==> src/rtl/core/bpt_pkg.sv <==
// Shared widths, types and helpers of the point-in-triangle core.
package bpt_pkg;

  localparam int COORD_WIDTH = 16;
  localparam int PROD_W      = 2 * COORD_WIDTH;
  localparam int COF_W       = PROD_W + 1;
  localparam int MUL_W       = COORD_WIDTH + COF_W;
  localparam int SUM_W       = MUL_W + 2;
  localparam int IN_TDATA_W  = ((12 * COORD_WIDTH + 7) / 8) * 8;
  localparam int OUT_TDATA_W = 8;

  typedef logic signed [COORD_WIDTH-1:0] coord_t;
  typedef logic signed [PROD_W-1:0]      prod_t;
  typedef logic signed [COF_W-1:0]       cof_t;
  typedef logic signed [MUL_W-1:0]       mul_t;
  typedef logic signed [SUM_W-1:0]       sum_t;

  // Flags of one finished test.
  typedef struct packed {
    logic degenerate;
    logic inside_res;
  } result_t;

  // Cyclic index 0..2 for an argument 0..4.
  function automatic logic [1:0] wrap3(input logic [2:0] k);
    logic [2:0] w;
    w = (k >= 3'd3) ? k - 3'd3 : k;
    return w[1:0];
  endfunction

endpackage

==> src/rtl/core/bpt_classify.sv <==
// Final stage: range test of the numerators against the determinant, output register.
module bpt_classify (
  input  logic             clk_i,
  input  logic             rst_ni,
  input  logic             valid_i,
  output logic             ready_o,
  input  bpt_pkg::sum_t    det_i,
  input  bpt_pkg::sum_t    num_i [3],
  output logic             valid_o,
  input  logic             ready_i,
  output bpt_pkg::result_t res_o
);
  import bpt_pkg::*;

  logic    vld_q;
  logic    rdy;
  result_t res_d, res_q;

  assign rdy     = !vld_q || ready_i;
  assign ready_o = rdy;

  // Check each numerator lies strictly between zero and the determinant
  always_comb begin
    logic det_pos, ok;
    det_pos = (det_i > sum_t'(0));
    ok      = 1'b1;
    for (int i = 0; i < 3; i++) begin
      if (det_pos) begin
        ok = ok & (num_i[i] > sum_t'(0)) & (num_i[i] < det_i);
      end else begin
        ok = ok & (num_i[i] < sum_t'(0)) & (num_i[i] > det_i);
      end
    end
    res_d.degenerate = (det_i == sum_t'(0));
    res_d.inside_res = ok & !res_d.degenerate;
  end

  // Output valid
  always_ff @(posedge clk_i or negedge rst_ni) begin
    if (!rst_ni) begin
      vld_q <= 1'b0;
    end else if (rdy) begin
      vld_q <= valid_i;
    end
  end

  // Hold the result until the transfer completes
  always_ff @(posedge clk_i) begin
    if (rdy && valid_i) begin
      res_q <= res_d;
    end
  end

  assign valid_o = vld_q;
  assign res_o   = res_q;

endmodule

==> config.mk <==
export PLATFORM = sky130hd
export DESIGN_NAME = bpt_classify
export DESIGN_NICKNAME = d
export VERILOG_FILES = /design/src/rtl/core/bpt_pkg.sv /design/src/rtl/core/bpt_classify.sv
export SDC_FILE = /design/constraint.sdc
export NUM_CORES = 1
export LEC_CHECK = 0
export ABC_CLOCK_PERIOD_IN_PS = 1000
export BUFFER_PORTS_ARGS = -buffer_cell sky130_fd_sc_hd__buf_2
export CAP_MARGIN = 15
export CORE_MARGIN = 2
export CORE_UTILIZATION = 36
export CTS_CLUSTER_SIZE = 8
export DETAILED_ROUTE_END_ITERATION = 10
export PLACE_DENSITY = 0.71
export REMOVE_ABC_BUFFERS = 1
export SLEW_MARGIN = 10
export SYNTH_ARGS = -nofsm -noshare
export SYNTH_HDL_FRONTEND = slang
export SYNTH_SLANG_ARGS = --single-unit
==> constraint.sdc <==
create_clock -name clk_i -period 1 [get_ports clk_i]
set_clock_uncertainty 0.15 [all_clocks]
set_input_delay 0.05 -clock clk_i [delete_from_list [all_inputs] [get_ports clk_i]]
set_output_delay 0.05 -clock clk_i [all_outputs]
set_load 0.005 [all_outputs]
==> flow_summary.yaml, run 1 <==
status:
  outcome: "complete, but fails checks"
  violations_in_the_final_reports: "setup timing"
setup_path:
  crit_slowest_cell: "or3_4"
  critPathMostFrequentCell: "buf_4"
  endpoint_kind: "register"
  cp_launch_type: "input pin"
  r2r_start: "valid_o$_DFFE_PN0N_"
  worstSetupPathType: "input pin to register"
  ff2ff_path_depth: 2
  critical_path.cell_chain: "buf_2 > inv_1 > buf_4 > ha_4 > nand4_1 > buf_4 > or3_4 > a31oi_4 > a211oi_2 > xor2_1 > mux2i_1 > and4_1"
  critical_path.max_fanout: 3
  reg2reg_setup_slack_ns: -0.10
  timing.rr.end: "res_o[0]$_DFFE_PP_"
  timing.critical_path.required_ns: 0.94
  critPathCapture: "res_o[0]$_DFFE_PP_"
  cp_data_arrival_time_ns: 2.20
  worstSetupStartpoint: "det_i[40]"
  slowest_delay_ns: 0.39
synth:
  yosys_register_bits: 3
  synth_enable_flop_cells: 2
  synthTopCellsByArea: "ha_1 (46%), nor4_1 (8.4%), a21oi_1 (5.5%)"
  synth_warnings: 0
  synth_top_area_share_pct: 46.0
  mappedNetlistArea_um2: 4160
  ys_seq_area_share_pct: 2.05
  ys.flop_type: "edfxtp_1"
  yosys.cell_count.top_type: "ha_1"
  post_synth.cell_area_avg_um2: 7.61
  syn-instance-count: 547
  synthDominantAreaCellType: "ha_1"
  async_set_or_reset_register_ratio_after_synthesis_pct: 33.3
  synth.cells.most_frequent: "ha_1 (153), inv_1 (59), nor4_1 (56), a21oi_1 (46), nand2_1 (41)"
  synthDistinctLibCells: 42
finish:
  nFillCells: 960
  diodes: 0
  final_layout_size_suffix_gt1_share_pct: 51.5
  area_growth_pct: 77.7
  final_nets: 1275
  final_cell_count_no_fill: 1056
  end_of_flow_core_utilization_pct: 65.0
  final_area_um2: 7390
detailed_routing:
  drt_iter0_markers: 384
  wl_um: 18800
  dr_total_vias: 5986
  drt-vias-per-instance: 5.67
  drcViolationCount: 0
  route.detailed.wl_per_inst_um: 17.8
  firstDrtPassIters: 5
  route.antenna.remaining_nets: 0
global_route:
  globalRouteOverflowTotal: 0
  vias_in_the_first_global_route: 6156
  grt_max_degree: 5
  grt_antenna_before_repair: 0
  grt.total_usage_pct: 28.6
  grt_pass1_wl_um: 28900
placement:
  post_dp_cell_area_um2: 6430
  place_worst_setup_slack_ns: -1.77
  dpl.hpwl_um: 15500
  final_wtd_congestion: 0.977
  port-buffer-count: 211
  dp_cells: 1039
min_path:
  worst_hold_path_type: "input pin to register"
sta:
  max-slew-margin-rel_pct: 69.0
  fin_crit_ns: 2.26
  maxClockFrequency_mhz: 442
  fin_ws_ns: -1.26
  setup-tns-final_ns: -2.00
  finalHoldViolations: 0
  timing_max_transition_violations_final: 0
  worst_hold_slack_ns: 0.0322
  worst_pin_slew_ns: 0.459
  setup-violations-final: 5
  grt_setup_unrepaired: "true"
  timing.final.crit_share_pct: 226
power:
  total_switching_power_mw: 1.63
  cellPowerDensity_nw_per_um2: 521
  share_comb_of_total_power_pct: 79.9
  power.total_mw: 3.85
  intPower_mw: 2.23
  vdd_drop_max_uv: 1340
  seqPwrFrac_pct: 3.7
  portion_of_total_power_attributed_to_the_clock_network_pct: 16.4
  power_leakage_nw: 3.73
  switching_share_pct: 42.2
die:
  top_level_ports: 212
  floorplan.initialDensity_pct: 36.6
  die_width_um: 112
  fp.dieArea_um2: 12400
  placement_rows: 39
  floorplan.core_area_um2: 11400
  die-height_um: 112
clock_tree:
  clock_tree.root_cell: "clkbuf_16"
  htreeDepth: 1
  clock_latency_ns: 0.22
  path_clk_slew_ns: 0.03
  clock_sinks: 3
  cts_inserted_buffers: 3
  cts-root-to-sink-buffers: 2
  cts_tree: "built"
run:
  maxCapViolCount: 0
## area by class of cell
class / instances / area [um^2] / share of cell area (%)
Inverter: 59 / 251 / 3.40
Sequential cell: 3 / 85.1 / 1.15
Timing Repair Buffer: 362 / 2250 / 30.5
Multi-Input combinational cell: 485 / 4550 / 61.5
Clock buffer: 4 / 78.8 / 1.07
Tap cell: 143 / 179 / 2.42
## logic make-up (layout without fill, tap and decap cells)
group,after synthesis,after routing,share of synthesized area (%)
simple gates,200,200,26.2
fa+ha+maj,153,153,46.0
compound gates,128,128,19.5
buf+inv,59,425,5.32
flops,3,3,2.05
xor+xnor,2,2,0.421
mux,2,2,0.481
## worst min-delay path by stage
stage             from                  end  depth (start not counted)
3_5_place_dp    rst_ni  valid_o$_DFFE_PN0N_                          1
2_1_floorplan   rst_ni  valid_o$_DFFE_PN0N_                          0
6_report       valid_i   res_o[1]$_DFFE_PP_                          2
4_1_cts        ready_i  valid_o$_DFFE_PN0N_                          3
5_1_grt        valid_i   res_o[1]$_DFFE_PP_                          2
3_3_place_gp    rst_ni  valid_o$_DFFE_PN0N_                          1
## state kept, by name, indices dropped and copies added (netlist names)
name     flops
valid_o      1
res_o        2
## per-layer routing
metal,up-vias,global-route usage [%],share of wire [%]
li1,2908,-,-
met1,2742,34.0,42
met2,269,50.7,48
met3,67,5.12,6.5
met4,0,11.5,4.2
met5,-,0,0
## worst max-delay path, delay by kind of cell
family	cells	cell delay, ns
AND/OR/NAND/NOR	3	0.74
buffers and inverters	4	0.51
multiplexers	1	0.27
adder cells (fa/ha/maj)	1	0.26
AO/OA/AOI/OAI	2	0.20
XOR/XNOR	1	0.17
## cells in the final DEF (no fill, tap or decap), types with 4 or more instances in the layout
cell,n
a211oi_2,8
buf_4,148
o211ai_1,6
ha_1,118
o21ai_1,5
a21oi_2,7
buf_2,203
nand3_1,14
a221oi_2,5
o21ai_0,22
inv_2,16
nor4_1,53
and4_1,6
or3_1,4
nor3_1,7
a21oi_1,40
buf_6,6
nand2_1,37
nor2_1,24
inv_4,10
nand4_1,32
ha_4,35
inv_1,32
a211oi_1,5
a21o_1,8
## power groups by stage
stage	Combinational [mW]	Sequential [mW]	Clock [mW]
2_1_floorplan	1.16	0.145	0
3_3_place_gp	2.45	0.144	0
3_5_place_dp	2.50	0.144	0
4_1_cts	2.87	0.143	0.644
5_1_grt	3.38	0.143	0.658
6_report	3.08	0.143	0.633
## repair_timing
action                                 CTS  global route
buffers inserted                         5             5
pin swaps                               42            20
hold buffers                             3             0
endpoints found under the hold margin    2             0
gates resized for setup                121            22
setup endpoints to repair                5             5
(Power assumes the default switching activity.)
==> inputs of run 2 (changes only) <==
--- a/config.mk
+++ b/config.mk
@@ -8,11 +8,13 @@
 export ABC_CLOCK_PERIOD_IN_PS = 1000
 export BUFFER_PORTS_ARGS = -buffer_cell sky130_fd_sc_hd__buf_2
 export CAP_MARGIN = 15
+export CORE_ASPECT_RATIO = 1.1
 export CORE_MARGIN = 2
 export CORE_UTILIZATION = 36
 export CTS_CLUSTER_SIZE = 8
 export DETAILED_ROUTE_END_ITERATION = 10
 export PLACE_DENSITY = 0.71
+export RECOVER_POWER = 25
 export REMOVE_ABC_BUFFERS = 1
 export SLEW_MARGIN = 10
 export SYNTH_ARGS = -nofsm -noshare
==> flow_summary.yaml, run 2 (synthesis results as in run 1) <==
setup_path:
  crit_slowest_cell: "a2111o_1"
  critical_path.cell_chain: "buf_2 > inv_4 > ha_4 > a21oi_2 > nand2_1 > a221oi_2 > buf_4 > o31ai_2 > a2111o_1 > a211o_1 > o211ai_1 > and4_1"
  endpoint_kind: "register"
  cp_launch_type: "input pin"
  timing.critical_path.required_ns: 0.95
  worstSetupPathType: "input pin to register"
  critical_path.max_fanout: 4
  cp_data_arrival_time_ns: 2.27
  slowest_delay_ns: 0.42
clock_tree:
  htreeDepth: 1
  cts_inserted_buffers: 3
  clock_sinks: 3
  cts_tree: "built"
  cts-root-to-sink-buffers: 2
  clock_tree.root_cell: "clkbuf_16"
  clock_latency_ns: 0.23
  path_clk_slew_ns: 0.04
power:
  power.total_mw: 4.26
  vdd_drop_max_uv: 582
  power_leakage_nw: 3.86
  cellPowerDensity_nw_per_um2: 535
sta:
  maxClockFrequency_mhz: 431
  finalHoldViolations: 0
  setup-tns-final_ns: -2.03
  max-slew-margin-rel_pct: 61.5
  worst_pin_slew_ns: 0.573
  timing_max_transition_violations_final: 0
  fin_crit_ns: 2.32
  fin_ws_ns: -1.32
  timing.final.crit_share_pct: 232
  grt_setup_unrepaired: "true"
  setup-violations-final: 6
global_route:
  vias_in_the_first_global_route: 6221
  grt.total_usage_pct: 29.8
  grt_antenna_before_repair: 0
  grt_pass1_wl_um: 29200
  grt_max_degree: 5
  globalRouteOverflowTotal: 0
min_path:
  worst_hold_path_type: "input pin to register"
detailed_routing:
  met3WireLength_um: 1320
  dr_wl_met2_um: 10100
  route.antenna.remaining_nets: 0
  route.detailed.wl_per_inst_um: 18.9
  firstDrtPassIters: 5
  drt-met1-wl_um: 7970
  drt-vias-per-instance: 5.68
  wl_um: 20500
  drt_iter0_markers: 396
  dr_total_vias: 6164
  drcViolationCount: 0
  route.top_layer_used: "met4"
finish:
  final_layout_size_suffix_gt1_share_pct: 56.9
  final_area_um2: 7960
  most-common-layout-cells: "buf_2 (197), buf_4 (172), ha_1 (103)"
  mostFrequentLayoutCell: "buf_2"
  nFillCells: 866
  max_reg_flops: 2
  diodes: 0
  final_nets: 1298
  area_growth_pct: 91.3
placement:
  final_wtd_congestion: 0.916
  post_dp_cell_area_um2: 6580
  place_worst_setup_slack_ns: -1.74
  dpl.hpwl_um: 15700
  port-buffer-count: 211
status:
  violations_in_the_final_reports: "setup timing"
  outcome: "complete, but fails checks"
die:
  top_level_ports: 212
  die_width_um: 106
  fp.dieArea_um2: 12400
  placement_rows: 41
  die-height_um: 117
  floorplan.initialDensity_pct: 36.5
  floorplan.core_area_um2: 11400
run:
  maxCapViolCount: 0
run 2: changes by cell type in the layout (fill, tap and decap cells not counted), moves of 4 or more:
cell | before | now
a21oi_4 | 0 | 4
buf_6 | 6 | 12
a21oi_1 | 40 | 31
ha_1 | 118 | 103
ha_4 | 35 | 50
buf_4 | 148 | 172
inv_1 | 32 | 25
a21oi_2 | 7 | 12
buf_2 | 203 | 197
o21ai_0 | 22 | 15
run 2: what timing repair did:
item,in CTS,in global routing
setup buffers,11,4
resized for setup,145,72
endpoints found under the setup margin,6,6
pin swaps,59,47
cloned,0,0
endpoints found under the hold margin,2,0
hold buffers,3,0
run 2: final cells by class:
cell class	instances	area [um^2]	share of cell area, %
Sequential cell	3	85.1	1.07
Multi-Input combinational cell	485	4870	61.2
Timing Repair Buffer	385	2460	30.9
Clock buffer	4	78.8	0.990
Inverter	59	279	3.51
Tap cell	150	188	2.36
run 2: critical path: cells and delay by family:
kind / cells / cell delay (ns)
fa+ha+maj: 1 / 0.25
simple gates: 2 / 0.31
buf+inv: 3 / 0.34
compound gates: 6 / 1.31
run 2: report_power, final:
| part | switching [mW] | internal, mW | total [mW] |
|---|---|---|---|
| sequential | 0.00410 | 0.141 | 0.145 |
| clock | 0.135 | 0.529 | 0.663 |
| combinational | 1.69 | 1.76 | 3.45 |
run 2: worst paths after layout:
kind / slack, ns / to / from / cells past startpoint
worst max-delay path: -1.32 / res_o[0]$_DFFE_PP_ / det_i[17] / 12
worst min-delay path: 0.04 / res_o[1]$_DFFE_PP_ / valid_i / 2
worst max register to register: -0.12 / res_o[0]$_DFFE_PP_ / valid_o$_DFFE_PN0N_ / 2
worst min register to register: 0.55 / valid_o$_DFFE_PN0N_ / valid_o$_DFFE_PN0N_ / 3
max in group asynchronous: 0.08 / valid_o$_DFFE_PN0N_ / rst_ni / 3
min in group asynchronous: 0.51 / valid_o$_DFFE_PN0N_ / rst_ni / 3
run 2: metrics by stage:
stage | hold WS [ns] | std cells | util, %
3_5_place_dp | -0.317 | 1064 | 57.7
2_1_floorplan | -0.396 | 547 | -
6_report | 0.0424 | 1086 | 69.9
5_1_grt | 0.0506 | 1086 | 69.9
4_1_cts | 0.0384 | 1082 | 66.2
3_3_place_gp | -0.318 | 1064 | 57.7
run 2: layer usage:
layer	GRT usage (%)	vias up
met5	0	-
met4	14.8	0
met1	33.4	2821
li1	-	2968
met3	3.46	88
met2	55.8	287
